## config.mk

```make
export PLATFORM = sky130hd
export DESIGN_NAME = ultrasonic_ranging_controller_top
export DESIGN_NICKNAME = d
export VERILOG_FILES = /design/src/rtl/core/urc_pkg.sv /design/src/rtl/core/ultrasonic_ranging_controller_top.sv
export VERILOG_INCLUDE_DIRS = /design/src /design/src/rtl/core
export SDC_FILE = /design/constraint.sdc
export NUM_CORES = 1
export LEC_CHECK = 0
export BUFFER_PORTS_ARGS = -buffer_cell sky130_fd_sc_hd__buf_2
export CAP_MARGIN = 5
export CORE_ASPECT_RATIO = 1.5
export CORE_MARGIN = 3
export CORE_UTILIZATION = 51
export DETAILED_ROUTE_END_ITERATION = 16
export GPL_ROUTABILITY_DRIVEN = 1
export GPL_TIMING_DRIVEN = 0
export PLACE_DENSITY_LB_ADDON = 0.12
export REMOVE_ABC_BUFFERS = 1
export SKIP_CTS_REPAIR_TIMING = 1
export SLEW_MARGIN = 25
export SYNTH_ARGS = -nofsm -noshare
export SYNTH_HDL_FRONTEND = slang
export SYNTH_SLANG_ARGS = --single-unit
```

## constraint.sdc

```tcl
create_clock -name i_clk -period 8.77 [get_ports i_clk]
set_clock_uncertainty 0.05 [all_clocks]
set_input_delay 0.4385 -clock i_clk [delete_from_list [all_inputs] [get_ports i_clk]]
set_output_delay 0.4385 -clock i_clk [all_outputs]
set_load 0.005 [all_outputs]
```

## src/rtl/core/assert_macros.svh

```systemverilog
// Assertion helpers for the RTL. They compile to nothing for synthesis.
`ifndef ASSERT_MACROS_SVH
`define ASSERT_MACROS_SVH

`ifndef SYNTHESIS

// Same-cycle implication, checked out of reset.
`define URC_ASSERT_IMP(lbl, clk, rst_n, ante, cons) \
    lbl: assert property (@(posedge clk) disable iff (!rst_n) (ante) |-> (cons)) \
        else $error("implication check failed");

// Next-cycle implication, checked out of reset.
`define URC_ASSERT_NXT(lbl, clk, rst_n, ante, cons) \
    lbl: assert property (@(posedge clk) disable iff (!rst_n) (ante) |=> (cons)) \
        else $error("next-cycle check failed");

`else

`define URC_ASSERT_IMP(lbl, clk, rst_n, ante, cons)
`define URC_ASSERT_NXT(lbl, clk, rst_n, ante, cons)

`endif

`endif

```

## src/rtl/core/urc_pkg.sv

```systemverilog
package urc_pkg;

    // Measurement sequencer phases
    typedef enum logic [2:0] {
        PH_IDLE  = 3'd0,
        PH_TLOW  = 3'd1,
        PH_THIGH = 3'd2,
        PH_CLEAR = 3'd3,
        PH_RISE  = 3'd4,
        PH_HIGH  = 3'd5
    } t_phase;

    // Sensor status codes as seen on o_sensor_status
    typedef enum logic [1:0] {
        ST_READY        = 2'd0,
        ST_READING      = 2'd1,
        ST_ERROR        = 2'd2,
        ST_DISCONNECTED = 2'd3
    } t_status;

    localparam int CFG_W    = 20;
    localparam int TICK_W   = 4;
    localparam int FAIL_W   = 8;
    localparam int DIST_W   = 13;
    localparam int HEALTH_W = 7;
    localparam int WSEL_W   = 15;   // in-range widths fit here (max 23200)

    localparam logic [TICK_W-1:0] LOW_TICKS  = 4'd2;
    localparam logic [TICK_W-1:0] HIGH_TICKS = 4'd10;

    localparam logic [CFG_W-1:0] TIMEOUT_RESET = 20'd30000;

    localparam int US_PER_CM = 58;
    localparam int MIN_WIDTH = 2 * US_PER_CM;
    localparam int MAX_WIDTH = 400 * US_PER_CM;

    // floor(w * 16 / 58) == (w * RECIP) >> RECIP_SHIFT for w <= MAX_WIDTH
    localparam int RECIP_W     = 19;
    localparam int RECIP_SHIFT = 20;
    localparam logic [RECIP_W-1:0] RECIP = 19'd289263;
    localparam int PROD_W = WSEL_W + RECIP_W;

    localparam logic [FAIL_W-1:0] DISCONNECT_LIMIT = 8'd5;
    localparam logic [FAIL_W-1:0] FAIL_MAX         = 8'd255;
    localparam logic [FAIL_W-1:0] HEALTH_FLOOR     = 8'd10;

    localparam logic [HEALTH_W-1:0] HEALTH_FULL  = 7'd100;
    localparam logic [HEALTH_W-1:0] HEALTH_ERROR = 7'd30;
    localparam logic [HEALTH_W-1:0] HEALTH_NONE  = 7'd0;
    localparam logic [HEALTH_W-1:0] HEALTH_STEP  = 7'd10;

    localparam logic [DIST_W-1:0] DIST_MAX = 13'd6400;

    // One result word
    typedef struct packed {
        logic                trigger;
        logic                done_res;
        logic                valid_res;
        logic [DIST_W-1:0]   distance_cm_q4;
        t_status             sensor_status;
        logic [FAIL_W-1:0]   failure_count;
        logic [HEALTH_W-1:0] health_score;
    } t_result;

endpackage

```

## src/rtl/core/ultrasonic_ranging_controller_top.sv

```systemverilog
// Ultrasonic time-of-flight ranging controller. Each input word is one
// one-microsecond tick: the start request and the sampled echo pin level. Each
// accepted word yields exactly one result word holding the trigger pin level
// for that tick, a done flag on the tick a measurement ends, the distance in
// cm with four fraction bits (only when within 2 to 400 cm), and the sensor
// status, consecutive failure count and health score after that tick.
// A start taken while idle drives trigger low for 2 ticks, high for 10, then
// waits for echo low, its rising edge and its falling edge; if the falling
// edge has not come within timeout_us ticks after the trigger pulse, the
// measurement fails. Throughput is one word per clock: the whole tick update,
// including the constant-reciprocal multiply for the distance, sits between
// the state registers and the result register, so a word is taken every cycle
// while the result side drains. An accepted word's result goes to the result
// register, or to the skid register while that one is held. A two-word output
// buffer (result register plus skid register) lets input be taken while a
// result waits; o_in_stall rises only once both are full. There is no clearing
// pass after reset. timeout_us is written through the configuration port,
// which is always ready; write it only while no words are in flight.
`include "assert_macros.svh"

module ultrasonic_ranging_controller_top #(
    parameter int TIMER_BITS = 20
) (
    input  logic                                 i_clk,
    input  logic                                 i_rst_n,

    // Configuration: timeout_us
    input  logic                                 i_cfg_valid,
    output logic                                 o_cfg_ready,
    input  logic [urc_pkg::CFG_W-1:0]            i_cfg_timeout_us,

    // Tick input
    input  logic                                 i_in_valid,
    output logic                                 o_in_stall,
    input  logic                                 i_start_req,
    input  logic                                 i_echo,

    // Result output
    output logic                                 o_out_valid,
    input  logic                                 i_out_stall,
    output logic                                 o_trigger,
    output logic                                 o_done_res,
    output logic                                 o_valid_res,
    output logic [urc_pkg::DIST_W-1:0]           o_distance_cm_q4,
    output logic [1:0]                           o_sensor_status,
    output logic [urc_pkg::FAIL_W-1:0]           o_failure_count,
    output logic [urc_pkg::HEALTH_W-1:0]         o_health_score
);

    // Compare width for elapsed time against the 20-bit timeout
    localparam int CMP_W = (TIMER_BITS > urc_pkg::CFG_W) ? TIMER_BITS : urc_pkg::CFG_W;

    // Config
    logic [urc_pkg::CFG_W-1:0]   r_timeout_us;

    // Sequencer state
    urc_pkg::t_phase             r_phase, n_phase;
    logic [urc_pkg::TICK_W-1:0]  r_phase_ticks, n_phase_ticks;
    logic [TIMER_BITS-1:0]       r_elapsed, n_elapsed;
    logic [TIMER_BITS-1:0]       r_echo_width, n_echo_width;
    logic [urc_pkg::FAIL_W-1:0]  r_failures, n_failures;
    urc_pkg::t_status            r_status, n_status;

    // Output buffer
    urc_pkg::t_result            r_out, r_skid, s_res;
    logic                        r_out_valid, r_skid_valid;

    logic                        s_acc;
    logic                        s_out_free;

    // Tick evaluation
    logic                        s_done;
    logic [TIMER_BITS-1:0]       s_width;
    logic [TIMER_BITS-1:0]       s_elapsed_inc;
    logic                        s_in_range;
    logic [urc_pkg::PROD_W-1:0]  s_prod;
    logic [urc_pkg::DIST_W-1:0]  s_dist;
    logic [urc_pkg::HEALTH_W-1:0] s_health;

    assign o_cfg_ready = 1'b1;
    assign o_in_stall  = r_skid_valid;
    assign s_acc       = i_in_valid & ~r_skid_valid;
    assign s_out_free  = ~r_out_valid | ~i_out_stall;

    always_ff @(posedge i_clk) begin
        if (!i_rst_n) begin
            r_timeout_us <= urc_pkg::TIMEOUT_RESET;
        end else if (i_cfg_valid && o_cfg_ready) begin
            r_timeout_us <= i_cfg_timeout_us;
        end
    end

    // Distance: width * 16 / 58 by reciprocal multiply, exact over the valid range
    assign s_in_range = (s_width >= TIMER_BITS'(urc_pkg::MIN_WIDTH)) &&
                        (s_width <= TIMER_BITS'(urc_pkg::MAX_WIDTH));
    assign s_prod = urc_pkg::PROD_W'(s_width[urc_pkg::WSEL_W-1:0]) *
                    urc_pkg::PROD_W'(urc_pkg::RECIP);
    assign s_dist = s_prod[urc_pkg::RECIP_SHIFT +: urc_pkg::DIST_W];

    assign s_elapsed_inc = (r_elapsed == '1) ? r_elapsed : r_elapsed + 1'b1;

    always_comb begin
        n_phase       = r_phase;
        n_phase_ticks = r_phase_ticks;
        n_elapsed     = r_elapsed;
        n_echo_width  = r_echo_width;
        n_failures    = r_failures;
        n_status      = r_status;
        s_done        = 1'b0;
        s_width       = '0;
        s_res         = '0;

        case (r_phase)
            urc_pkg::PH_TLOW: begin
                n_phase_ticks = r_phase_ticks + 1'b1;
                if (n_phase_ticks >= urc_pkg::LOW_TICKS) begin
                    n_phase       = urc_pkg::PH_THIGH;
                    n_phase_ticks = '0;
                end
            end
            urc_pkg::PH_THIGH: begin
                s_res.trigger = 1'b1;
                n_phase_ticks = r_phase_ticks + 1'b1;
                if (n_phase_ticks >= urc_pkg::HIGH_TICKS) begin
                    n_phase       = urc_pkg::PH_CLEAR;
                    n_phase_ticks = '0;
                    n_elapsed     = '0;
                    n_echo_width  = '0;
                end
            end
            urc_pkg::PH_CLEAR, urc_pkg::PH_RISE, urc_pkg::PH_HIGH: begin
                n_elapsed = s_elapsed_inc;
                if (r_phase == urc_pkg::PH_CLEAR) begin
                    if (!i_echo) begin
                        n_phase = urc_pkg::PH_RISE;
                    end
                end else if (r_phase == urc_pkg::PH_RISE) begin
                    if (i_echo) begin
                        n_phase      = urc_pkg::PH_HIGH;
                        n_echo_width = TIMER_BITS'(1);
                    end
                end else begin
                    if (i_echo) begin
                        n_echo_width = (r_echo_width == '1) ? r_echo_width
                                                            : r_echo_width + 1'b1;
                    end else begin
                        s_done  = 1'b1;
                        s_width = r_echo_width;
                    end
                end
                // falling edge wins over timeout on the same tick
                if (!s_done && (CMP_W'(n_elapsed) >= CMP_W'(r_timeout_us))) begin
                    s_done  = 1'b1;
                    s_width = '0;
                end
            end
            default: begin
                n_phase = urc_pkg::PH_IDLE;
                if (i_start_req) begin
                    n_phase       = urc_pkg::PH_TLOW;
                    n_phase_ticks = urc_pkg::TICK_W'(1);
                    n_status      = urc_pkg::ST_READING;
                end
            end
        endcase

        if (s_done) begin
            n_phase       = urc_pkg::PH_IDLE;
            n_phase_ticks = '0;
            if (s_in_range) begin
                s_res.valid_res      = 1'b1;
                s_res.distance_cm_q4 = s_dist;
                n_failures           = '0;
                n_status             = urc_pkg::ST_READY;
            end else begin
                if (r_failures != urc_pkg::FAIL_MAX) begin
                    n_failures = r_failures + 1'b1;
                end
                n_status = (n_failures > urc_pkg::DISCONNECT_LIMIT)
                         ? urc_pkg::ST_DISCONNECTED : urc_pkg::ST_ERROR;
            end
        end

        case (n_status)
            urc_pkg::ST_DISCONNECTED: s_health = urc_pkg::HEALTH_NONE;
            urc_pkg::ST_ERROR:        s_health = urc_pkg::HEALTH_ERROR;
            default: begin
                if (n_failures >= urc_pkg::HEALTH_FLOOR) begin
                    s_health = urc_pkg::HEALTH_NONE;
                end else begin
                    s_health = urc_pkg::HEALTH_FULL -
                               urc_pkg::HEALTH_W'(n_failures[3:0]) * urc_pkg::HEALTH_STEP;
                end
            end
        endcase

        s_res.done_res      = s_done;
        s_res.sensor_status = n_status;
        s_res.failure_count = n_failures;
        s_res.health_score  = s_health;

        // state only moves on an accepted tick
        if (!s_acc) begin
            n_phase       = r_phase;
            n_phase_ticks = r_phase_ticks;
            n_elapsed     = r_elapsed;
            n_echo_width  = r_echo_width;
            n_failures    = r_failures;
            n_status      = r_status;
        end
    end

    always_ff @(posedge i_clk) begin
        if (!i_rst_n) begin
            r_phase       <= urc_pkg::PH_IDLE;
            r_phase_ticks <= '0;
            r_elapsed     <= '0;
            r_echo_width  <= '0;
            r_failures    <= '0;
            r_status      <= urc_pkg::ST_READY;
        end else begin
            r_phase       <= n_phase;
            r_phase_ticks <= n_phase_ticks;
            r_elapsed     <= n_elapsed;
            r_echo_width  <= n_echo_width;
            r_failures    <= n_failures;
            r_status      <= n_status;
        end
    end

    // Output buffer: skid drains first, so word order is kept
    always_ff @(posedge i_clk) begin
        if (!i_rst_n) begin
            r_out_valid  <= 1'b0;
            r_skid_valid <= 1'b0;
        end else if (s_out_free) begin
            if (r_skid_valid) begin
                r_out_valid  <= 1'b1;
                r_skid_valid <= 1'b0;
            end else begin
                r_out_valid  <= s_acc;
            end
        end else if (s_acc) begin
            r_skid_valid <= 1'b1;
        end
    end

    always_ff @(posedge i_clk) begin
        if (s_out_free) begin
            if (r_skid_valid) begin
                r_out <= r_skid;
            end else if (s_acc) begin
                r_out <= s_res;
            end
        end else if (s_acc) begin
            r_skid <= s_res;
        end
    end

    assign o_out_valid      = r_out_valid;
    assign o_trigger        = r_out.trigger;
    assign o_done_res       = r_out.done_res;
    assign o_valid_res      = r_out.valid_res;
    assign o_distance_cm_q4 = r_out.distance_cm_q4;
    assign o_sensor_status  = r_out.sensor_status;
    assign o_failure_count  = r_out.failure_count;
    assign o_health_score   = r_out.health_score;

    `URC_ASSERT_IMP(a_skid_behind_out, i_clk, i_rst_n, r_skid_valid, r_out_valid)
    `URC_ASSERT_IMP(a_valid_is_success, i_clk, i_rst_n, r_out_valid && r_out.valid_res, r_out.done_res && (r_out.sensor_status == urc_pkg::ST_READY) && (r_out.failure_count == '0))
    `URC_ASSERT_IMP(a_fail_status, i_clk, i_rst_n, r_out_valid && r_out.done_res && !r_out.valid_res, (r_out.sensor_status == urc_pkg::ST_ERROR) || (r_out.sensor_status == urc_pkg::ST_DISCONNECTED))
    `URC_ASSERT_IMP(a_dist_only_valid, i_clk, i_rst_n, r_out_valid && (r_out.distance_cm_q4 != '0), r_out.valid_res && (r_out.distance_cm_q4 <= urc_pkg::DIST_MAX))
    `URC_ASSERT_NXT(a_start_from_idle, i_clk, i_rst_n, s_acc && (r_phase == urc_pkg::PH_IDLE) && i_start_req, (r_phase == urc_pkg::PH_TLOW) && (r_status == urc_pkg::ST_READING))

endmodule
```

==> results_dict.tcl <==
set metrics [dict create \
    wire_per_inst_um 15.2 \
    clockBufferDepth 2 \
    dp_hpwl_mm 20.7 \
    rsz0062_at_grt "no" \
    crit_type "reg -> reg" \
    power.leakage_nw 6.81 \
    worstPathMaxFanout 17 \
    crit_path_end_kind "register" \
    antennaDiodeCount 0 \
    finalNetCount 1634 \
    synth_area_leaders "ha_1 16%, fa_1 16%, edfxtp_1 15%" \
    p_int_mw 1.24 \
    tritoncts.num_buffers 17 \
    grtUsageTotal_pct 20.8 \
    netlist_instances 1309 \
    yosysTopAreaCell "ha_1" \
    start_util_pct 52.2 \
    power_density_nw_per_um2 117 \
    yosysSeqAreaShare_pct 28.2 \
    core-area_sq_um 23800 \
    overflow 0 \
    area_delta_synth_final_pct 10.4 \
    io_buffers 60 \
    cts_tree "yes" \
    routed_wirelength_mm 25.5 \
    fin_util_pct 57.6 \
    hold_violations 0 \
    die_area_sq_um 26300 \
    fillCellCount 2170 \
    async_flop_share_pct 0 \
    via_per_inst 5.25 \
    cts.root.buffer_cell "clkbuf_16" \
    drt_first_pass_iters 5 \
    outcome "finished, final reports clean" \
    vias 8804 \
    drtIter0Drc 339 \
    drc_errors 0 \
    drive_gt1_share_pct 10.6 \
    crit_arrival_ns 8.06 \
    ys_seq_elements 143 \
    seqCellArea_sq_um 3500 \
    avgSynthCellArea_sq_um 9.51 \
    syn_area_sq_um 12400 \
    dpl_cell_area_sq_um 13100 \
    ios 63 \
    synth_flop_cell "dfxtp_1" \
    min_path_type "in -> reg" \
    die_height_um 197 \
    grt_pass1_wl_mm 44.6 \
    ant_nets 0 \
    gp_congestion 0.897 \
    max-cap-violations 0 \
    p_total_mw 1.61 \
    required_ns 8.86 \
    insertion_delay_ns 0.43 \
    final_common_cell "inv_1" \
    ir_drop_mv 0.131 \
    ys_types 74 \
    period_minus_slack_ns 7.97 \
    min_period_over_period_pct 90.8 \
    slew_viol_final 0 \
    p_sw_mw 0.377 \
    cts_max_level 4 \
    synth_edf_count 64 \
    startpoint_type "register" \
    pwr-share-clk_pct 47.3 \
    path_clk_slew_ns 0.07 \
    tightest_slew_ns 0.940 \
    pwr-share-seq_pct 45.5 \
    multi_input_comb_area_sq_um 8020 \
    grt_pass1_vias 9357 \
    die_w_um 134 \
    slew_headroom_pct 37.2 \
    setup_viol 0 \
    cts_sinks 143 \
    synth_top_area_share_pct 16.5 \
    fp-row-count 69 \
    grt_max_degree 64 \
    antenna_found_initial 0 \
    max_freq_mhz 126 \
    final_area_sq_um 13700 \
    final_cell_mix "202 x inv_1, 164 x ha_1, 115 x nand2_1" \
    power_frac_comb_pct 7.2 \
    yosysWarnings 0 \
    sw_frac_of_total_pct 23.4 \
]
==> worst max-delay path, cell delays in order (launching register included) <==
cell and delay (ns):
dfxtp_1 0.49, nor4bb_4 0.51, buf_4 0.28, nand2_1 0.19, ha_1 0.40, inv_1 0.11
ha_1 0.39, fa_1 0.53, inv_1 0.06, fa_1 0.54, inv_1 0.06, fa_1 0.51
fa_1 0.56, inv_1 0.06, fa_1 0.53, inv_1 0.04, ha_1 0.26, nand4_1 0.10
a21oi_1 0.25, nand2_1 0.08, a21oi_1 0.36, o21ai_0 0.22, o211a_1 0.28, o21ai_0 0.36
a21oi_1 0.14, xor2_1 0.22, o31ai_1 0.09
==> Yosys cell counts (all sizes together), types with 3 or more instances <==
library cell and instances:
nand2 115, o211a 3, and2 19, buf 6
a31oi 6, nor3 26, xnor2 32, a21o 18
o21a 4, inv 204, o21ai 38, mux2i 16
a21boi 14, nor2 68, a211oi 9, clkbuf 44
and3 12, xor2 27, nand2b 7, or3 6
dfxtp 79, nor4 4, nor2b 35, or2 8
nand3 31, o221a 3, ha 164, a22oi 5
o31ai 18, nor3b 4, a21oi 40, nand4 19
o21bai 4, fa 97, and4 5, mux2 13
o211ai 12, edfxtp 64
==> registers in the layout, summed over array words and instances (netlist names), 2 cells and up <==
register and cells:
r_skid 32, r_echo_width 20, r_elapsed 20, r_timeout_us 20
o_distance_cm_q4 13, o_failure_count 8, r_failures 8, o_health_score 6
r_phase_ticks 4, r_phase 3, o_sensor_status 2, r_status 2
==> worst paths after layout <==
kind | start | to | slack (ns) | depth (start not counted)
setup / recovery | r_phase[1]$_SDFFE_PN0P_ | o_distance_cm_q4[11]$_DFFE_PP_ | 0.80 | 26
hold / removal | i_cfg_timeout_us[4] | r_timeout_us[4]$_SDFFE_PN1P_ | 0.17 | 3
setup reg to reg | r_phase[1]$_SDFFE_PN0P_ | o_distance_cm_q4[11]$_DFFE_PP_ | 0.80 | 26
hold reg to reg | r_timeout_us[4]$_SDFFE_PN1P_ | r_timeout_us[4]$_SDFFE_PN1P_ | 0.44 | 2
==> power groups by stage <==
stage / logic [mW] / registers [mW] / clock network (mW)
2_1_floorplan: 0.0675 / 0.749 / 0
3_5_place_dp: 0.118 / 0.749 / 0
5_1_grt: 0.132 / 0.737 / 0.807
6_report: 0.116 / 0.734 / 0.762
4_1_cts: 0.119 / 0.735 / 0.775
3_3_place_gp: 0.109 / 0.750 / 0
==> metal layers <==
layer	global-route usage, %	up-vias	routed length, um
met5	0	-	0
met4	6.98	0	638
met3	2.96	37	566
met2	39.6	108	13700
met1	23.9	4188	10600
li1	-	4471	-
==> cell type report <==
cell class / instances / share of cell area [%]
multi-input cells: 912 / 58.4
flip-flops and latches: 143 / 25.5
inverters: 204 / 5.57
clock buffers: 18 / 3.20
repair buffers: 68 / 3.13
well taps: 319 / 2.91
clock inverters: 14 / 1.31
==> logic make-up (layout without fill, tap and decap cells) <==
kind of cell / after synthesis / after routing / synth area share (%)
AOI/OAI and AO/OA: 194 / 194 / 10.7
xor gates and xnor gates: 59 / 59 / 4.15
adders and majority gates: 262 / 262 / 32.2
buffers and inverters: 254 / 304 / 7.82
DFF: 143 / 143 / 28.2
muxes: 29 / 29 / 2.46
other: 2 / 2 / 0.0604
and+or+nand+nor: 366 / 366 / 14.4
==> per-stage QoR <==
| stage | worst slack [ns] | hold slack, ns | setup TNS (ns) | cells |
|---|---|---|---|---|
| after floorplan | 0.797 | 0.404 | 0 | 1259 |
| after global placement | -1.43 | 0.422 | -26.33 | 1638 |
| after detailed placement | 0.718 | 0.430 | 0 | 1646 |
| after CTS | 0.734 | 0.162 | 0 | 1678 |
| after global routing | 0.217 | 0.181 | 0 | 1678 |
| final | 0.802 | 0.169 | 0 | 1678 |
(Power assumes the default switching activity.)
